[src/rtl/mwd_pkg.sv]
// ============================================================================
// mwd_pkg
// Shared constants, types and register codes of the moving window
// deconvolution filter.
// ============================================================================
`default_nettype none

package mwd_pkg;

    // Delay line depths
    localparam int DIFF_DEPTH  = 8192;
    localparam int AVG_DEPTH   = 1024;
    localparam int DIFF_AW     = $clog2(DIFF_DEPTH);
    localparam int AVG_AW      = $clog2(AVG_DEPTH);
    localparam int DIFF_CNT_W  = $clog2(DIFF_DEPTH + 1);
    localparam int AVG_CNT_W   = $clog2(AVG_DEPTH + 1);

    // Number formats
    localparam int FRAC_BITS   = 16;
    localparam int ACC_W       = 48;
    localparam int OUT_W       = 48;
    localparam int SUM_W       = 64;
    localparam int SAMPLE_W    = 16;
    localparam int SCALE_SHIFT = 24;

    // Configuration register widths
    localparam int DECAY_W     = 32;
    localparam int DIFF_LEN_W  = 14;
    localparam int AVG_LEN_W   = 11;
    localparam int SCALE_W     = 25;
    localparam int CFG_IDX_W   = 2;
    localparam int CFG_DATA_W  = 32;

    // Reset values
    localparam logic [DECAY_W-1:0]    DECAY_RST    = DECAY_W'(208014);
    localparam logic [DIFF_LEN_W-1:0] DIFF_LEN_RST = DIFF_LEN_W'(8000);
    localparam logic [AVG_LEN_W-1:0]  AVG_LEN_RST  = AVG_LEN_W'(1000);
    localparam logic [SCALE_W-1:0]    SCALE_RST    = SCALE_W'(16777);

    // Register indexes
    localparam logic [CFG_IDX_W-1:0] CFG_DECAY    = 2'd0;
    localparam logic [CFG_IDX_W-1:0] CFG_DIFF_LEN = 2'd1;
    localparam logic [CFG_IDX_W-1:0] CFG_AVG_LEN  = 2'd2;
    localparam logic [CFG_IDX_W-1:0] CFG_SCALE    = 2'd3;

    // Stream word widths
    localparam int S_DATA_W = 16;
    localparam int M_DATA_W = 3 * OUT_W;

    typedef enum logic [2:0] {
        ST_IDLE,
        ST_ACC,
        ST_DIFF,
        ST_SUM,
        ST_WIN,
        ST_START,
        ST_WAIT,
        ST_OUT
    } mwd_state_t;

endpackage

`default_nettype wire

[src/rtl/mwd_scale.sv]
// ============================================================================
// mwd_scale
// Window sum scaling: magnitude, two half-width multiplies on one shared
// multiplier, floor rounding and saturation to the output width.
// ============================================================================
`default_nettype none

module mwd_scale
    import mwd_pkg::*;
(
    input  wire logic                    aclk,
    input  wire logic                    aresetn,
    input  wire logic                    start,
    input  wire logic signed [SUM_W-1:0] sum,
    input  wire logic [SCALE_W-1:0]      scale,
    output      logic                    done,
    output      logic [OUT_W-1:0]        result
);

    localparam int HALF   = SUM_W / 2;
    localparam int PROD_W = HALF + SCALE_W;
    localparam int HI_SH  = HALF - SCALE_SHIFT;
    localparam int Q_W    = OUT_W + HI_SH + 1;

    logic [3:0]          vld_reg;
    logic                done_reg;
    logic                neg_reg;
    logic [SUM_W-1:0]    mag_reg;
    logic [PROD_W-1:0]   lo_reg;
    logic [PROD_W-1:0]   hi_reg;
    logic [Q_W-1:0]      q_reg;
    logic                sat_reg;
    logic [OUT_W-1:0]    result_reg;

    logic [HALF-1:0]     mul_a;
    logic [PROD_W-1:0]   mul_p;
    logic                rem;
    logic [Q_W-1:0]      q_next;
    logic [OUT_W-1:0]    limit;
    logic [OUT_W-1:0]    qc;

    // share one multiplier between the low and the high half
    assign mul_a = vld_reg[0] ? mag_reg[HALF-1:0] : mag_reg[SUM_W-1:HALF];
    assign mul_p = PROD_W'(mul_a) * PROD_W'(scale);

    assign rem    = lo_reg[SCALE_SHIFT-1:0] != '0;
    assign q_next = (Q_W'(hi_reg[OUT_W-1:0]) << HI_SH)
                  + Q_W'(lo_reg >> SCALE_SHIFT)
                  + Q_W'(neg_reg && rem);

    assign limit = neg_reg ? (OUT_W'(1) << (OUT_W - 1))
                           : ((OUT_W'(1) << (OUT_W - 1)) - OUT_W'(1));
    assign qc    = (sat_reg || (q_reg > Q_W'(limit))) ? limit : q_reg[OUT_W-1:0];

    always_ff @(posedge aclk) begin
        if (!aresetn) begin
            vld_reg  <= '0;
            done_reg <= 1'b0;
        end else begin
            vld_reg  <= {vld_reg[2:0], start};
            done_reg <= vld_reg[3];
        end
    end

    always_ff @(posedge aclk) begin
        if (start) begin
            neg_reg <= sum[SUM_W-1];
            mag_reg <= sum[SUM_W-1] ? (SUM_W'(0) - SUM_W'(sum)) : SUM_W'(sum);
        end
        if (vld_reg[0]) begin
            lo_reg <= mul_p;
        end
        if (vld_reg[1]) begin
            hi_reg <= mul_p;
        end
        if (vld_reg[2]) begin
            q_reg   <= q_next;
            sat_reg <= hi_reg[PROD_W-1:OUT_W] != '0;
        end
        if (vld_reg[3]) begin
            result_reg <= neg_reg ? (OUT_W'(0) - qc) : qc;
        end
    end

    assign done   = done_reg;
    assign result = result_reg;

    a_single_job: assert property (@(posedge aclk) disable iff (!aresetn)
        start |-> vld_reg == '0 && !done_reg)
        else $error("scale unit restarted while busy");

endmodule

`default_nettype wire

[config.mk]
export PLATFORM = sky130hd
export DESIGN_NAME = mwd_scale
export DESIGN_NICKNAME = d
export VERILOG_FILES = /design/src/rtl/mwd_pkg.sv /design/src/rtl/mwd_scale.sv
export SDC_FILE = /design/constraint.sdc
export NUM_CORES = 2
export LEC_CHECK = 0
export BUFFER_PORTS_ARGS = -buffer_cell sky130_fd_sc_hd__buf_2
export CAP_MARGIN = 0
export CELL_PAD_IN_SITES_DETAIL_PLACEMENT = 1
export CELL_PAD_IN_SITES_GLOBAL_PLACEMENT = 1
export CORE_MARGIN = 2
export CORE_UTILIZATION = 30
export CTS_CLUSTER_DIAMETER = 30
export DETAILED_ROUTE_END_ITERATION = 7
export GPL_TIMING_DRIVEN = 0
export PLACE_DENSITY_LB_ADDON = 0.1
export RECOVER_POWER = 25
export REMOVE_ABC_BUFFERS = 1
export SLEW_MARGIN = 20
export SYNTH_ARGS = -nofsm -noshare
export SYNTH_HDL_FRONTEND = slang
export SYNTH_SLANG_ARGS = --single-unit
[constraint.sdc]
create_clock -name aclk -period 13.1 [get_ports aclk]
set_input_delay 1.31 -clock aclk [delete_from_list [all_inputs] [get_ports aclk]]
set_output_delay 1.31 -clock aclk [all_outputs]
set_load 0.05 [all_outputs]
==> results.cfg <==
[outcome]
status = finished with violations
failed_checks = max-capacitance violations, max-slew violations

[timing]
finalWorstPathRequiredPeriod_ns = 10.26
max_slew_violation_total_from_the_final_report = 165
finalCritPeriodShare_pct = 78.3
setup_viol_count_final = 0
worst_max_slew_pin_slew_ns = 2.67
unrepaired_setup_endpoints_after_global_routing = no
clock-skew-final_ns = 0.0520
final_hold_viol_count = 0
maxSlewHeadroom_pct = -78.3
max_clock_freq_mhz = 97.5

[flow_run]
drv_cap = 4

[cells_and_area]
fill_cells = 15300
drive_above_1_share_pct = 7.62
final_cell_mix = 745 x inv_1, 687 x fa_1, 470 x nand2_1
area_delta_synth_final_pct = 12.1
design.final.nets = 5217
regArea_sq_um = 8660
multi_input_comb_area_sq_um = 28600
final_cell_area_sq_um = 45600
largest_register_ff_count = 64
final_common_cell = inv_1

[drt]
via_count = 28400
drt_pre_antenna_iters = 5
postRouteAntennaNets = 0
initialDrtViolationCount = 1052
wire_per_inst_um = 19.7
via_per_inst = 4.72
wirelength_mm = 119
detail_route.drc_violations = 0

[clock_tree]
worst_skew_pair.late_latency_ns = 0.66
cts_buffers = 76
cts.sink_count = 290
cts-resized-gates = 0
clk_root_buffer_cell = clkbuf_16
post_cts_hold_buffer_count = 0
path_clk_slew_ns = 0.04
cts-root-to-sink-buffers = 3
post_cts_setup_inserts = 0
tritoncts = done
h_tree_lvls = 3

[grt]
grt_start_max_net_pins = 67
gr-total-overflow = 0
first_pass_grt_wire_length_mm = 188
antenna_violations_before_repair = 5
gr-usage-all-layers_pct = 17.7
first_global_vias = 31600

[critical_path]
startpoint_of_the_worst_register_to_register_path = vld_reg[0]
critical_path_source = vld_reg[0]
timing.critical_path.arrival_ns = 10.71
worstPathRequired_ns = 13.55
slowest_stage = dfxtp_1
timing.critical_path.fanout_max = 32
critPathLaunchType = flop
reg2reg_slack_ns = 2.84
crit_top_cell = fa_1
cpPeakStageDelay_ns = 1.41
worst_path_dominant_cell_family = adder cells
worstPathBufferInverterCount = 5
criticalPathCategory = reg -> reg
endpoint_kind = flop

[yosys]
netlist_instances = 4124
synth_enable_flop_cells = 285
synth.yosys.seq_area_share_pct = 21.3
post_synth.cell_area_avg_sq_um = 9.88
synth_area_sq_um = 40700
synth_async_sr_flop_share_pct = 0
ys_dominant_reg_cell = edfxtp_1
synth-seq-cells = 290
synthDistinctLibCells = 71
synth-warning-count = 0

[floorplanning]
core_region_area_sq_um = 135000
die_area_sq_um = 139000
die_width_um = 372
num_rows = 135
design.portCount = 141
initial_core_util_pct = 30.1
fp.dieH_um = 372

[place]
hpwl_mm = 94.3
portBuffers = 140
gp_routability_congestion = 0.774
postPlaceCellArea_sq_um = 43300

[worst_hold_path]
hp-start = hi_reg[56]
timing.hold.worst.class = reg -> reg
stage by stage:
stage | worst slack (ns) | instances | TNS (ns) | util (%) | hold WS, ns
final | 2.84 | 6011 | 0 | 33.8 | 0.521
after detailed placement | 3.22 | 5872 | 0 | 32.0 | 0.515
after global placement | -4.29 | 5858 | -98.27 | 31.8 | 0.520
after CTS | 3.44 | 6009 | 0 | 33.8 | 0.527
after global routing | 2.15 | 6009 | 0 | 33.8 | 0.546
after floorplan | 2.76 | 3937 | 0 | - | 0.485
Yosys cell counts, drive strengths merged (13+ instances only):
| library cell | count | area share [%] |
|---|---|---|
| fa | 687 | 34 |
| xor2 | 27 | 0.58 |
| inv | 746 | 6.9 |
| nor2b | 21 | 0.32 |
| or3 | 36 | 0.59 |
| a211oi | 14 | 0.26 |
| ha | 269 | 8.3 |
| xnor2 | 141 | 3.0 |
| nand2 | 470 | 4.3 |
| and2 | 436 | 6.7 |
| nor2 | 93 | 0.86 |
| o31ai | 27 | 0.53 |
| nand2b | 23 | 0.37 |
| or2 | 15 | 0.24 |
| nand3 | 42 | 0.52 |
| nor4 | 28 | 0.47 |
| a21o | 68 | 1.3 |
| and3 | 13 | 0.20 |
| o21ai | 128 | 1.6 |
| nor3 | 36 | 0.44 |
| or4 | 15 | 0.29 |
| clkbuf | 182 | 1.7 |
| mux2 | 34 | 0.94 |
| a21oi | 126 | 1.5 |
| edfxtp | 285 | 21 |
| nand4 | 28 | 0.43 |
final timing paths:
| path | endpoint | cells past startpoint |
|---|---|---|
| worst min register to register | sat_reg | 2 |
| worst min-delay path | sat_reg | 2 |
| worst max register to register | hi_reg[53] | 25 |
| worst max-delay path | hi_reg[53] | 25 |
kinds of logic (layout without fill, tap and decap cells):
kind of cell | after synthesis | count (layout) | synth area share (%)
and+or+nand+nor | 1274 | 1274 | 16.2
adders and majority gates | 956 | 956 | 42.0
buffers and inverters | 933 | 1037 | 8.60
AOI/OAI and AO/OA | 458 | 458 | 7.11
DFF | 290 | 290 | 21.3
xor gates and xnor gates | 168 | 168 | 3.61
muxes | 45 | 45 | 1.21
other | 0 | 2 | 0
tightest hold or removal path, stage by stage, from the launching register on:
cell and delay (ns):
edfxtp_1 0.31, nor2_1 0.04, nand3_1 0.05
metal layers:
metal  global-route usage [%]  vias up  wire, um
met3                     2.20       89      3420
met2                     29.1      355     55600
met4                     3.90        0      1990
met1                     24.9    14800     57600
li1                         -    13200         -
met5                        0        -         0
final cells by class:
type | instances | area share, %
Tap cell | 1781 | 4.88
Inverter | 746 | 6.13
Clock buffer | 91 | 4.29
Multi-Input combinational cell | 2901 | 62.6
Sequential cell | 290 | 19.0
Clock inverter | 46 | 0.998
Timing Repair Buffer | 154 | 2.11
Antenna cell | 2 | 0.0110
Power is not shown: default switching activity piles up to over one toggle a cycle in this logic, so the estimate is an artifact.
